**src/hdl/nls_pkg.sv**
```systemverilog
// ----------------------------------------------------------------------------
// Numeric literal scanner package
// Shared types, codes and helper functions for the literal scanner.
// ----------------------------------------------------------------------------
package nls_pkg;

  // Scan phases
  localparam logic [2:0] PH_START    = 3'd0;
  localparam logic [2:0] PH_DEC      = 3'd1;
  localparam logic [2:0] PH_DEC_EXP0 = 3'd2;
  localparam logic [2:0] PH_DEC_EXP  = 3'd3;
  localparam logic [2:0] PH_RAD      = 3'd4;
  localparam logic [2:0] PH_HEX_FRAC = 3'd5;
  localparam logic [2:0] PH_HEX_EXP0 = 3'd6;
  localparam logic [2:0] PH_HEX_EXP  = 3'd7;

  // Flag bit positions
  localparam int FL_ERR    = 0;
  localparam int FL_MARK   = 1;
  localparam int FL_EXP    = 2;
  localparam int FL_NEG    = 3;
  localparam int FL_EXPDIG = 4;
  localparam int FL_FERR   = 5;

  // Radix codes
  localparam logic [1:0] RX_DEC = 2'd0;
  localparam logic [1:0] RX_HEX = 2'd1;
  localparam logic [1:0] RX_BIN = 2'd2;
  localparam logic [1:0] RX_OCT = 2'd3;

  // Status codes
  localparam logic [2:0] ST_NULL    = 3'd0;
  localparam logic [2:0] ST_FORMAT  = 3'd1;
  localparam logic [2:0] ST_INT     = 3'd2;
  localparam logic [2:0] ST_DOUBLE  = 3'd3;
  localparam logic [2:0] ST_COMPLEX = 3'd4;

  localparam logic [4:0] NO_DIGIT = 5'd16;

  // Character codes
  localparam logic [7:0] CH_ZERO  = 8'h30;
  localparam logic [7:0] CH_NINE  = 8'h39;
  localparam logic [7:0] CH_LC_A  = 8'h61;
  localparam logic [7:0] CH_LC_F  = 8'h66;
  localparam logic [7:0] CH_UC_A  = 8'h41;
  localparam logic [7:0] CH_UC_F  = 8'h46;
  localparam logic [7:0] CH_US    = 8'h5F;
  localparam logic [7:0] CH_DOT   = 8'h2E;
  localparam logic [7:0] CH_PLUS  = 8'h2B;
  localparam logic [7:0] CH_MINUS = 8'h2D;
  localparam logic [7:0] CH_LC_E  = 8'h65;
  localparam logic [7:0] CH_UC_E  = 8'h45;
  localparam logic [7:0] CH_LC_P  = 8'h70;
  localparam logic [7:0] CH_UC_P  = 8'h50;
  localparam logic [7:0] CH_LC_J  = 8'h6A;
  localparam logic [7:0] CH_UC_J  = 8'h4A;
  localparam logic [7:0] CH_LC_X  = 8'h78;
  localparam logic [7:0] CH_UC_X  = 8'h58;
  localparam logic [7:0] CH_LC_O  = 8'h6F;
  localparam logic [7:0] CH_UC_O  = 8'h4F;
  localparam logic [7:0] CH_LC_B  = 8'h62;
  localparam logic [7:0] CH_UC_B  = 8'h42;

  typedef struct packed {
    logic [2:0]  phase;
    logic [1:0]  radix;
    logic        first_zero;
    logic [1:0]  position;
    logic [63:0] int_acc;
    logic [63:0] frac_acc;
    logic [7:0]  int_count;
    logic [7:0]  frac_count;
    logic [15:0] exp_acc;
    logic [5:0]  flags;
  } nls_state_t;

  typedef struct packed {
    logic [2:0]         status;
    logic [1:0]         radix_kind;
    logic [63:0]        int_value;
    logic [63:0]        frac_value;
    logic [7:0]         frac_digits;
    logic [7:0]         int_digits;
    logic signed [15:0] exponent;
  } nls_result_t;

  localparam nls_state_t STATE_RESET = '{
    phase: PH_START, radix: RX_DEC, first_zero: 1'b0, position: 2'd0,
    int_acc: 64'd0, frac_acc: 64'd0, int_count: 8'd0, frac_count: 8'd0,
    exp_acc: 16'd0, flags: 6'd0
  };

  localparam nls_result_t RESULT_ZERO = '{
    status: ST_NULL, radix_kind: RX_DEC, int_value: 64'd0, frac_value: 64'd0,
    frac_digits: 8'd0, int_digits: 8'd0, exponent: 16'sd0
  };

  function automatic logic is_dec(logic [7:0] c);
    return (c >= CH_ZERO) && (c <= CH_NINE);
  endfunction

  // Digit value in the radix, NO_DIGIT when the character is not a digit
  function automatic logic [4:0] digit_val(logic [7:0] c, logic [1:0] rx);
    logic [4:0] d;
    d = NO_DIGIT;
    if (is_dec(c)) begin
      d = 5'(c - CH_ZERO);
    end else if (c >= CH_LC_A && c <= CH_LC_F) begin
      d = 5'(c - 8'h57);
    end else if (c >= CH_UC_A && c <= CH_UC_F) begin
      d = 5'(c - 8'h37);
    end
    if (rx == RX_BIN && d > 5'd1) d = NO_DIGIT;
    if (rx == RX_OCT && d > 5'd7) d = NO_DIGIT;
    if (rx == RX_DEC && d > 5'd9) d = NO_DIGIT;
    return d;
  endfunction

  function automatic logic [7:0] sat_inc(logic [7:0] n);
    return (n == 8'hFF) ? 8'hFF : n + 8'd1;
  endfunction

  function automatic logic [63:0] mul10_add(logic [63:0] a, logic [3:0] d);
    return (a << 3) + (a << 1) + 64'(d);
  endfunction

  // Exponent magnitude times ten plus digit, saturating at 16 bits
  function automatic logic [15:0] exp_take(logic [15:0] e, logic [3:0] d);
    logic [19:0] m;
    m = ({4'd0, e} << 3) + ({4'd0, e} << 1) + 20'(d);
    return (m > 20'd65535) ? 16'hFFFF : m[15:0];
  endfunction

  // Build the result word from the scan state
  function automatic nls_result_t make_result(nls_state_t s, logic mj);
    nls_result_t r;
    logic [2:0]  st;
    logic [15:0] e;
    if (s.phase[2]) begin
      if (s.radix != RX_HEX || mj || !s.flags[FL_MARK]) begin
        st = (!s.flags[FL_ERR] && s.int_count != 8'd0) ? (mj ? ST_COMPLEX : ST_INT)
                                                       : ST_FORMAT;
      end else begin
        st = (!s.flags[FL_FERR] && s.flags[FL_EXPDIG]) ? ST_DOUBLE : ST_FORMAT;
      end
    end else begin
      if (s.flags[FL_ERR] || (s.flags[FL_EXP] && !s.flags[FL_EXPDIG])) st = ST_NULL;
      else if (mj) st = ST_COMPLEX;
      else if (s.flags[FL_EXP] || s.flags[FL_MARK]) st = ST_DOUBLE;
      else st = ST_INT;
    end
    if (s.exp_acc == 16'd0) e = 16'd0;
    else if (s.flags[FL_NEG]) e = s.exp_acc[15] ? 16'h8000 : 16'(-s.exp_acc);
    else e = s.exp_acc[15] ? 16'h7FFF : s.exp_acc;
    if (st == ST_NULL || st == ST_FORMAT) begin
      r = RESULT_ZERO;
      r.status = st;
    end else begin
      r.status      = st;
      r.radix_kind  = s.radix;
      r.int_value   = s.int_acc;
      r.frac_value  = s.frac_acc;
      r.frac_digits = s.frac_count;
      r.int_digits  = s.int_count;
      r.exponent    = signed'(e);
    end
    return r;
  endfunction

endpackage

```
**src/hdl/nls_step.sv**
```systemverilog
// ----------------------------------------------------------------------------
// Numeric literal scanner step
// Next scan state and result word for one character word.
// ----------------------------------------------------------------------------
module nls_step import nls_pkg::*; (
  input  nls_state_t  st_i,
  input  logic [7:0]  char_code_i,
  input  logic        last_char_i,
  input  logic        empty_marker_i,
  output nls_state_t  st_o,
  output logic        emit_o,
  output nls_result_t res_o
);

  always_comb begin
    nls_state_t  s;
    logic [7:0]  c;
    logic        mj;
    logic        jlast;
    logic        pfx;
    logic        skip;
    logic [4:0]  d;
    logic        nod;
    logic        us;
    logic        isp;
    logic [63:0] shifted;

    s       = st_i;
    c       = char_code_i;
    mj      = 1'b0;
    skip    = 1'b0;
    emit_o  = 1'b0;
    res_o   = RESULT_ZERO;
    jlast   = last_char_i && (c == CH_LC_J || c == CH_UC_J);
    pfx     = (st_i.position == 2'd1) && st_i.first_zero && (st_i.phase == PH_DEC) &&
              (c == CH_LC_X || c == CH_UC_X || c == CH_LC_O || c == CH_UC_O ||
               c == CH_LC_B || c == CH_UC_B);
    d       = digit_val(c, st_i.radix);
    nod     = (d == NO_DIGIT);
    us      = (c == CH_US);
    isp     = (c == CH_LC_P || c == CH_UC_P);
    case (st_i.radix)
      RX_HEX:  shifted = st_i.int_acc << 4;
      RX_BIN:  shifted = st_i.int_acc << 1;
      default: shifted = st_i.int_acc << 3;
    endcase

    if (empty_marker_i) begin
      if (st_i.position == 2'd0) begin
        emit_o = 1'b1;
        s      = STATE_RESET;
      end else if (last_char_i) begin
        emit_o = 1'b1;
        res_o  = make_result(st_i, 1'b0);
        s      = STATE_RESET;
      end
    end else begin
      if (st_i.phase == PH_START) begin
        s.first_zero = (c == CH_ZERO);
        s.phase      = PH_DEC;
      end
      if (st_i.phase != PH_START && pfx) begin
        // Radix prefix: restart the body in the selected radix
        s.radix     = (c == CH_LC_X || c == CH_UC_X) ? RX_HEX :
                      ((c == CH_LC_B || c == CH_UC_B) ? RX_BIN : RX_OCT);
        s.int_acc   = 64'd0;
        s.int_count = 8'd0;
        s.flags     = 6'd0;
        s.phase     = PH_RAD;
      end else if (st_i.phase[2]) begin
        if (jlast) begin
          mj = 1'b1;
        end else begin
          if (nod && !us) s.flags[FL_ERR] = 1'b1;
          if (s.phase == PH_RAD && !nod) begin
            s.int_acc   = shifted + 64'(d[3:0]);
            s.int_count = sat_inc(s.int_count);
          end
          if (s.radix == RX_HEX) begin
            if (c == CH_DOT || isp) s.flags[FL_MARK] = 1'b1;
            if (!s.flags[FL_FERR]) begin
              case (s.phase)
                PH_RAD: begin
                  if (nod && !us) begin
                    if (c == CH_DOT) begin
                      s.phase = PH_HEX_FRAC;
                    end else if (isp) begin
                      if (s.int_count == 8'd0 && s.frac_count == 8'd0)
                        s.flags[FL_FERR] = 1'b1;
                      else
                        s.phase = PH_HEX_EXP0;
                    end else begin
                      s.flags[FL_FERR] = 1'b1;
                    end
                  end
                end
                PH_HEX_FRAC: begin
                  if (!nod) begin
                    s.frac_acc   = (s.frac_acc << 4) + 64'(d[3:0]);
                    s.frac_count = sat_inc(s.frac_count);
                  end else if (us) begin
                    s.frac_acc = s.frac_acc;
                  end else if (isp) begin
                    if (s.int_count == 8'd0 && s.frac_count == 8'd0)
                      s.flags[FL_FERR] = 1'b1;
                    else
                      s.phase = PH_HEX_EXP0;
                  end else begin
                    s.flags[FL_FERR] = 1'b1;
                  end
                end
                default: begin
                  if (s.phase == PH_HEX_EXP0) begin
                    s.phase = PH_HEX_EXP;
                    if (c == CH_PLUS) begin
                      skip = 1'b1;
                    end else if (c == CH_MINUS) begin
                      s.flags[FL_NEG] = 1'b1;
                      skip            = 1'b1;
                    end
                  end
                  if (!skip) begin
                    if (is_dec(c)) begin
                      s.exp_acc           = exp_take(s.exp_acc, 4'(c - CH_ZERO));
                      s.flags[FL_EXPDIG] = 1'b1;
                    end else if (!us) begin
                      s.flags[FL_FERR] = 1'b1;
                    end
                  end
                end
              endcase
            end
          end
        end
      end else if (!s.flags[FL_ERR]) begin
        // Decimal body
        if (s.phase == PH_DEC) begin
          if (is_dec(c)) begin
            if (s.flags[FL_MARK]) begin
              s.frac_acc   = mul10_add(s.frac_acc, 4'(c - CH_ZERO));
              s.frac_count = sat_inc(s.frac_count);
            end else begin
              s.int_acc   = mul10_add(s.int_acc, 4'(c - CH_ZERO));
              s.int_count = sat_inc(s.int_count);
            end
          end else if (us) begin
            s.flags = s.flags;
          end else if (c == CH_DOT) begin
            if (s.flags[FL_MARK]) s.flags[FL_ERR] = 1'b1;
            else s.flags[FL_MARK] = 1'b1;
          end else if (jlast) begin
            mj = 1'b1;
          end else if (c == CH_LC_E || c == CH_UC_E) begin
            s.flags[FL_EXP] = 1'b1;
            s.phase         = PH_DEC_EXP0;
          end else begin
            s.flags[FL_ERR] = 1'b1;
          end
        end else begin
          if (s.phase == PH_DEC_EXP0) begin
            s.phase = PH_DEC_EXP;
            if (c == CH_PLUS) begin
              skip = 1'b1;
            end else if (c == CH_MINUS) begin
              s.flags[FL_NEG] = 1'b1;
              skip            = 1'b1;
            end
          end
          if (!skip) begin
            if (is_dec(c)) begin
              s.exp_acc           = exp_take(s.exp_acc, 4'(c - CH_ZERO));
              s.flags[FL_EXPDIG] = 1'b1;
            end else if (us) begin
              s.flags = s.flags;
            end else if (jlast) begin
              mj = 1'b1;
            end else begin
              s.flags[FL_ERR] = 1'b1;
            end
          end
        end
      end
      if (s.position != 2'd2) s.position = s.position + 2'd1;
      if (last_char_i) begin
        emit_o = 1'b1;
        res_o  = make_result(s, mj);
        s      = STATE_RESET;
      end
    end
    st_o = s;
  end

endmodule

```
**src/hdl/numeric_literal_scanner.sv**
```systemverilog
// ----------------------------------------------------------------------------
// Numeric literal scanner
// Classifies a numeric literal fed one character word at a time.
// ----------------------------------------------------------------------------
// Feed the characters of a literal on the input channel, one word per cycle,
// with last_char_i on the final one. empty_marker_i marks a word with no
// character: with nothing taken yet it yields an all-zero null result, mid
// literal it is dropped unless it is also last. Each literal yields exactly
// one result word on the output channel, on its last word.
// A word is taken when valid is high and stall is low. Words land in an
// input register; the scan state and the result are computed from it
// combinationally (64-bit times-ten add on the decimal accumulators) and
// the result sits in an output register. Throughput is one word per cycle
// while no result word waits on a receiver stall.
// When the receiver stalls, the result is held and the input register keeps
// advancing words that produce no result; a word that would produce a result
// waits, and the input stall rises behind it.
// Reset returns the scanner to the start of a literal with empty registers.
// ----------------------------------------------------------------------------
module numeric_literal_scanner import nls_pkg::*; (
  input  logic               clk_i,
  input  logic               rst_ni,
  input  logic               in_valid_i,
  output logic               in_stall_o,
  input  logic [7:0]         char_code_i,
  input  logic               last_char_i,
  input  logic               empty_marker_i,
  output logic               out_valid_o,
  input  logic               out_stall_i,
  output logic [2:0]         status_o,
  output logic [1:0]         radix_kind_o,
  output logic [63:0]        int_value_o,
  output logic [63:0]        frac_value_o,
  output logic [7:0]         frac_digits_o,
  output logic [7:0]         int_digits_o,
  output logic signed [15:0] exponent_o
);

  logic        in_vld_q;
  logic [7:0]  char_q;
  logic        last_q;
  logic        empty_q;
  nls_state_t  st_q, st_d;
  logic        emit;
  nls_result_t res_d, res_q;
  logic        out_vld_q;
  logic        adv;
  logic        in_take;

  nls_step u_step (
    .st_i          (st_q),
    .char_code_i   (char_q),
    .last_char_i   (last_q),
    .empty_marker_i(empty_q),
    .st_o          (st_d),
    .emit_o        (emit),
    .res_o         (res_d)
  );

  // Advance the held word unless its result has nowhere to go
  assign adv        = in_vld_q && (!emit || !out_vld_q || !out_stall_i);
  assign in_stall_o = in_vld_q && !adv;
  assign in_take    = in_valid_i && !in_stall_o;

  always_ff @(posedge clk_i or negedge rst_ni) begin
    if (!rst_ni) begin
      in_vld_q  <= 1'b0;
      out_vld_q <= 1'b0;
      st_q      <= STATE_RESET;
    end else begin
      if (in_take) begin
        in_vld_q <= 1'b1;
      end else if (adv) begin
        in_vld_q <= 1'b0;
      end
      if (adv) begin
        st_q <= st_d;
      end
      if (adv && emit) begin
        out_vld_q <= 1'b1;
      end else if (!out_stall_i) begin
        out_vld_q <= 1'b0;
      end
    end
  end

  always_ff @(posedge clk_i) begin
    if (in_take) begin
      char_q  <= char_code_i;
      last_q  <= last_char_i;
      empty_q <= empty_marker_i;
    end
    if (adv && emit) begin
      res_q <= res_d;
    end
  end

  assign out_valid_o   = out_vld_q;
  assign status_o      = res_q.status;
  assign radix_kind_o  = res_q.radix_kind;
  assign int_value_o   = res_q.int_value;
  assign frac_value_o  = res_q.frac_value;
  assign frac_digits_o = res_q.frac_digits;
  assign int_digits_o  = res_q.int_digits;
  assign exponent_o    = res_q.exponent;

  a_err_zero: assert property (@(posedge clk_i) disable iff (!rst_ni)
    out_vld_q && (res_q.status == ST_NULL || res_q.status == ST_FORMAT) |->
      res_q.int_value == 64'd0 && res_q.frac_value == 64'd0 &&
      res_q.exponent == 16'sd0 && res_q.int_digits == 8'd0)
    else $error("error result carries nonzero fields");

  a_status_range: assert property (@(posedge clk_i) disable iff (!rst_ni)
    out_vld_q |-> res_q.status <= ST_COMPLEX)
    else $error("status code out of range");

  a_restart: assert property (@(posedge clk_i) disable iff (!rst_ni)
    adv && emit |=> st_q.phase == PH_START && st_q.position == 2'd0)
    else $error("scanner not restarted after result");

  a_pos_start: assert property (@(posedge clk_i) disable iff (!rst_ni)
    st_q.position == 2'd0 |-> st_q.phase == PH_START)
    else $error("phase advanced with no character taken");

  a_hold_word: assert property (@(posedge clk_i) disable iff (!rst_ni)
    in_vld_q && !adv |=> in_vld_q && $stable(char_q) && $stable(last_q))
    else $error("held input word lost");

endmodule
```
**config.mk**
```make
export PLATFORM = sky130hd
export DESIGN_NAME = numeric_literal_scanner
export DESIGN_NICKNAME = d
export VERILOG_FILES = /design/src/hdl/nls_pkg.sv /design/src/hdl/nls_step.sv /design/src/hdl/numeric_literal_scanner.sv
export SDC_FILE = /design/constraint.sdc
export NUM_CORES = 2
export LEC_CHECK = 0
export BUFFER_PORTS_ARGS = -buffer_cell sky130_fd_sc_hd__buf_2
export CAP_MARGIN = 10
export CELL_PAD_IN_SITES_DETAIL_PLACEMENT = 2
export CELL_PAD_IN_SITES_GLOBAL_PLACEMENT = 2
export CORE_ASPECT_RATIO = 1.5
export CORE_MARGIN = 5
export CORE_UTILIZATION = 35
export CTS_CLUSTER_DIAMETER = 30
export DETAILED_ROUTE_END_ITERATION = 6
export PLACE_DENSITY = 0.8
export SKIP_LAST_GASP = 1
export SLEW_MARGIN = 20
export SYNTH_ARGS = -nofsm -noshare
export SYNTH_HDL_FRONTEND = slang
export SYNTH_SLANG_ARGS = --single-unit
```
**constraint.sdc**
```tcl
create_clock -name clk_i -period 9.6 [get_ports clk_i]
set_input_delay 0.48 -clock clk_i [delete_from_list [all_inputs] [get_ports clk_i]]
set_output_delay 0.48 -clock clk_i [all_outputs]
set_load 0.01 [all_outputs]
```
# After elaboration in Yosys (flattened, before gate mapping)
# Index checks and enable logic that the tools add are counted.
# totals
regBits	351
input_bits	14
out_inout_bits	167
# op_classes
add_sub_neg	16
magnitude_cmp	10
n_eq_ne	37
muxes	202
reduce_logical	79
# ops
operator	n
two-way mux 174 bit	4
two-way mux 165 bit	4
two-way mux 64 bit	9
two-way mux 163 bit	2
two-way mux 162 bit	2
two-way mux 144 bit	2
adder 64 x 4 -> 64 bit	4
two-way mux 166 bit	1
two-way mux 16 bit	10
two-way mux 22 bit	6
adder 64 bit	2
one-hot mux 64 bit (2 select lines)	1
two-way mux 3 bit	39
== test 8 x 7 -> 1 bit (second input constant)	13
two-way mux 8 bit	13
two-way mux 1 bit	73
two-way mux 5 bit	13
two-way mux 27 bit	2
two-way mux 24 bit	2
== test 8 x 6 -> 1 bit (second input constant)	4
zero test 16 bit	2
negator 16 bit	2
two-way mux 15 bit	2
logical AND 1 bit	24
40 further kinds	108

# Longest topological paths before layout
# logic_depth
word_depth	47
depth_mapped	25
ltp_nobuf	20

# Modules after synthesis
# A second synthesis with hierarchy kept.
# unflattened
cells_unflattened	4637
hier_area_um2	37394.6
# modules_own_cells
mod	n_inst	cells_each	area_per_inst_um2	seq_area_each_um2
nls_step	1	3464	22069.9	0.0
numeric_literal_scanner	1	1173	15324.7	9659.3

# Worst setup path before layout
# Ideal clock, no wire load.
# synth_path
path_type	register to register
startpoint	register last_q
endpoint	register res_q, in the netlist exponent_o[0] (enable)
setup_ps	697
arrival_ps	8195
setup_slack_ps	708
stages_incl_launch_ff	6
n_path_buf	2
path_cell_list	edfxtp_1 clkbuf_1 nor2_1 o21ai_0 clkbuf_1 nor2_1
# synth_between
elab_chain_len	8
# synth_rtl
item	line_no	text
from (decl)	numeric_literal_scanner.sv:41	logic last_q;
from (signal assigned)	numeric_literal_scanner.sv:90	last_q <= last_char_i;
two-way mux 1 bit (*)	nls_step.sv:52, nls_step.sv:184	
two-way mux 1 bit	nls_step.sv:49	if (st_i.position == 2'd0) begin
two-way mux 1 bit (*)	nls_step.sv:48	if (empty_marker_i) begin
zero test 1 bit	numeric_literal_scanner.sv:61	assign adv = in_vld_q && (!emit || !out_vld_q || !out_stall_i);
logical OR 1 bit (2 in series)	numeric_literal_scanner.sv:61	
logical AND 1 bit	numeric_literal_scanner.sv:61	
logical AND 1 bit (*)	numeric_literal_scanner.sv:93	if (adv && emit) begin
to (signal assigned)	numeric_literal_scanner.sv:94	res_q <= res_d;
to (decl)	numeric_literal_scanner.sv:45	nls_result_t res_d, res_q;
# Mark *: on every way between the ends. The rest lies on a longest branch, timed or not.
# A chain may end at the register's enable or synchronous reset.

==> summary.txt <==
Die
  • Die area: approximately 0.096 mm²
  • Starting density of the core: 35.3%
  • Ports: around 180
  • Core Area: 0.0892 mm²
  • Die height: 377 µm
  • Row cnt: around 130
  • Die Wd: about 250 µm

Synth
  • Largest cells by area after synthesis: edfxtp_1, dfrtp_1, ha_1, nand2_1, o21ai_0
  • Post-synth top area cell: edfxtp_1
  • Seq/Total Area, Yosys: between 30 and 40%
  • Synthesized instance count: ~3800
  • Synth Register Bits: 351
  • Dominant synthesized flop cell: dfrtp_1
  • Post-synth EDFFs: roughly 180
  • Yosys warns: 0
  • Synth top area share: between 10% and 20%
  • Post-synthesis async set-or-reset flop share: 50.1%
  • Top cells by count, synth: nand2_1, o21ai_0, ha_1
  • Netlist cell types: 100
  • Post-Syn Area: approximately 0.032 mm²
  • Syn_nets: 4101
  • Syn_area_per_cell: ~8.3 µm²
  • Most frequent cell after synthesis: nand2_1

Place
  • Final Wtd Congestion: between 0.9 and 1
  • Dpl cells: just under 5000
  • Port buffer count: 180
  • Detailed Place HPWL: roughly 91 mm
  • Placed instance area: 0.0333 mm²

Flow run
  • Max-Cap Viols: 0

Timing
  • Setup violators final: 0
  • Layout Skew: 34.4 ps
  • Max Slew Vio Count: 0
  • Clock period minus worst slack: about 6500 ps
  • Setup repair after global routing missed its margin: no
  • Worst slew margin: between 20% and 30%
  • Endpoints failing hold: 0
  • Tcrit/Tclk final: ~68%
  • Fin Hold WS: approximately 37 ps
  • Setup TNS: 0 ps
  • Worst-Margin Slew: approximately 1100 ps
  • F_max: 0.153 GHz

Critical path
  • R2R Setup Slk: just over 3000 ps
  • Critical Path End Type: register
  • Crit path kind: reg -> reg
  • Reg-to-reg critical path startpoint: char_q[0]$_DFFE_PP_
  • Critical Path Fanout Max: 48
  • CP endpoint: frac_digits_o[5]$_DFFE_PP_
  • Reg2reg path depth: 15
  • CP Data Required Time: 9980 ps
  • Worst EP arrival: between 6000 and 7000 ps
  • Startpoint Class: register
  • RR Endpoint: frac_digits_o[5]$_DFFE_PP_
  • Crit. Startpoint: char_q[0]$_DFFE_PP_

Clocking
  • Worst-skew pair later-pin latency: between 600 and 700 ps
  • Setup bufs post-CTS: 0
  • Register clock-pin slew on the reported worst setup and hold paths: roughly 50 ps
  • TritonCTS buffer count: between 80 and 90
  • H-tree depth: 3
  • CTS sink cnt: 351
  • Clock tree root buffer cell: clkbuf_16
  • Longest Clk Path Bufs: 3
  • CTS tree: done

Global routing
  • Global Route Usage Sum: between 20% and 30%
  • Remaining global-route overflow: 0
  • Initial antenna violation count: 0
  • Largest net degree at the start of global routing: approximately 160
  • First-pass GRT wire length: approximately 210 mm
  • Vias in the first global route: between 30000 and 40000

Route
  • TritonRoute pass-1 iters: 5
  • Post-DR vias/cell: ~6.3
  • WL/cell: 26.4 µm
  • First DRT Iteration DRCs: ~1800
  • Vias: about 32000
  • Final wirelength: 134 mm
  • Post-route ant nets: 0
  • DRC: 0

Hold path
  • Hold Path Class: in -> reg

Power and ir drop
  • Peak supply drop: around 110 µV
  • PD cells: roughly 140 mW/mm²
  • Leakage: approximately 15 nW

Layout
  • Util after Layout: between 40% and 50%
  • Final instance area: between 0.03 and 0.04 mm²
  • Fin nets: 4172
  • Synthesis-to-layout area growth: 15.1%
  • Non-filler instance count after layout: between 5000 and 6000
  • Layout cell share with drive strength beyond 1: about 11%

Outcome
  • Outcome: finished, final reports clean
==> per-stage QoR <==
stage	worst slack (ps)	power, mW
2_1_floorplan	708	1.98
3_3_place_gp	3430	2.19
3_5_place_dp	3230	2.20
4_1_cts	3190	5.24
5_1_grt	2770	5.35
6_report	3060	5.19
==> repair_timing <==
item	4_1_cts	5_1_grt
hold buffers	5	0
gates resized for setup	0	0
endpoints found under the hold margin	73	0
==> worst min path at each step <==
stage / startpoint / depth (start not counted) / end
floorplan: rst_ni / 0 / in_vld_q$_DFFE_PN0P_
global placement: st_q[168]$_DFFE_PN0P_ / 1 / st_q[168]$_DFFE_PN0P_
detailed placement: st_q[168]$_DFFE_PN0P_ / 1 / st_q[168]$_DFFE_PN0P_
CTS: empty_marker_i / 1 / empty_q$_DFFE_PP_
global route: empty_marker_i / 1 / empty_q$_DFFE_PP_
finish: empty_marker_i / 1 / empty_q$_DFFE_PP_
==> sequential cells by signal (all words and copies together) (netlist names), 2 cells and up <==
register / cells
radix_kind_o: 2
frac_value_o: 64
exponent_o: 16
frac_digits_o: 8
int_value_o: 64
int_digits_o: 8
char_q: 8
status_o: 3
st_q: 174
==> layout make-up <==
cell class | instances | area, µm²
clock buffer | 97 | 2250
sequential | 351 | 9660
antenna | 1 | 2.50
fill | 9971 | 52900
clock inverter | 59 | 701
inverter | 64 | 240
timing repair buffer | 225 | 1270
tap | 1156 | 1450
multi-input combinational | 3129 | 20700
==> report_power, final <==
group	total [mW]	leakage, nW	switching [mW]	internal (mW)
sequential	1.76	4.17	0.0709	1.69
clock	3.01	1.42	1.04	1.98
combinational	0.415	9.35	0.316	0.0993
==> cell families after synthesis <==
logic type,count (synthesis),synth area share (%)
AOI/OAI and AO/OA,1344,28.0
and+or+nand+nor,1240,18.1
DFF,351,30.7
buffers and inverters,304,4.00
adders and majority gates,303,12.2
xor gates and xnor gates,183,5.09
muxes,59,1.95
==> worst max-delay path: stages, from the launching register on <==
cell,delay [ps]
edfxtp_1,680
inv_1,180
ha_1,300
o21bai_1,250
a21o_1,530
mux2_4,360
o311a_1,400
a221oi_4,490
nor2_1,140
a221oi_1,510
nand4b_1,230
nor3b_4,420
o21a_4,630
buf_4,680
nor3_1,160
o22a_1,230
==> layer usage <==
layer  wire length, µm  up-vias  global-route usage, %
met2             70600      799                   50.4
met3              4700      340                   2.91
li1                  -    14400                      -
met4              6880        0                   13.1
met5                 0        -                      0
met1             52200    16500                   30.1
==> placed cells by master (no fill, tap or decap), drive strengths merged, types with 27 or more instances in the layout <==
master / n
ha: 296
a21o: 75
nand3: 91
nor3: 76
o21a: 32
nand2: 551
nor2: 257
xor2: 84
and3: 31
o22ai: 53
clkbuf: 98
o31ai: 27
edfxtp: 175
o21ai: 396
a21oi: 261
dfrtp: 176
or3: 31
a22oi: 38
a31oi: 53
inv: 80
nand4: 27
a211oi: 50
a22o: 147
buf: 219
nand2b: 35
o211ai: 32
mux2i: 54
nor2b: 32
xnor2: 99
(Power assumes the default switching activity.)
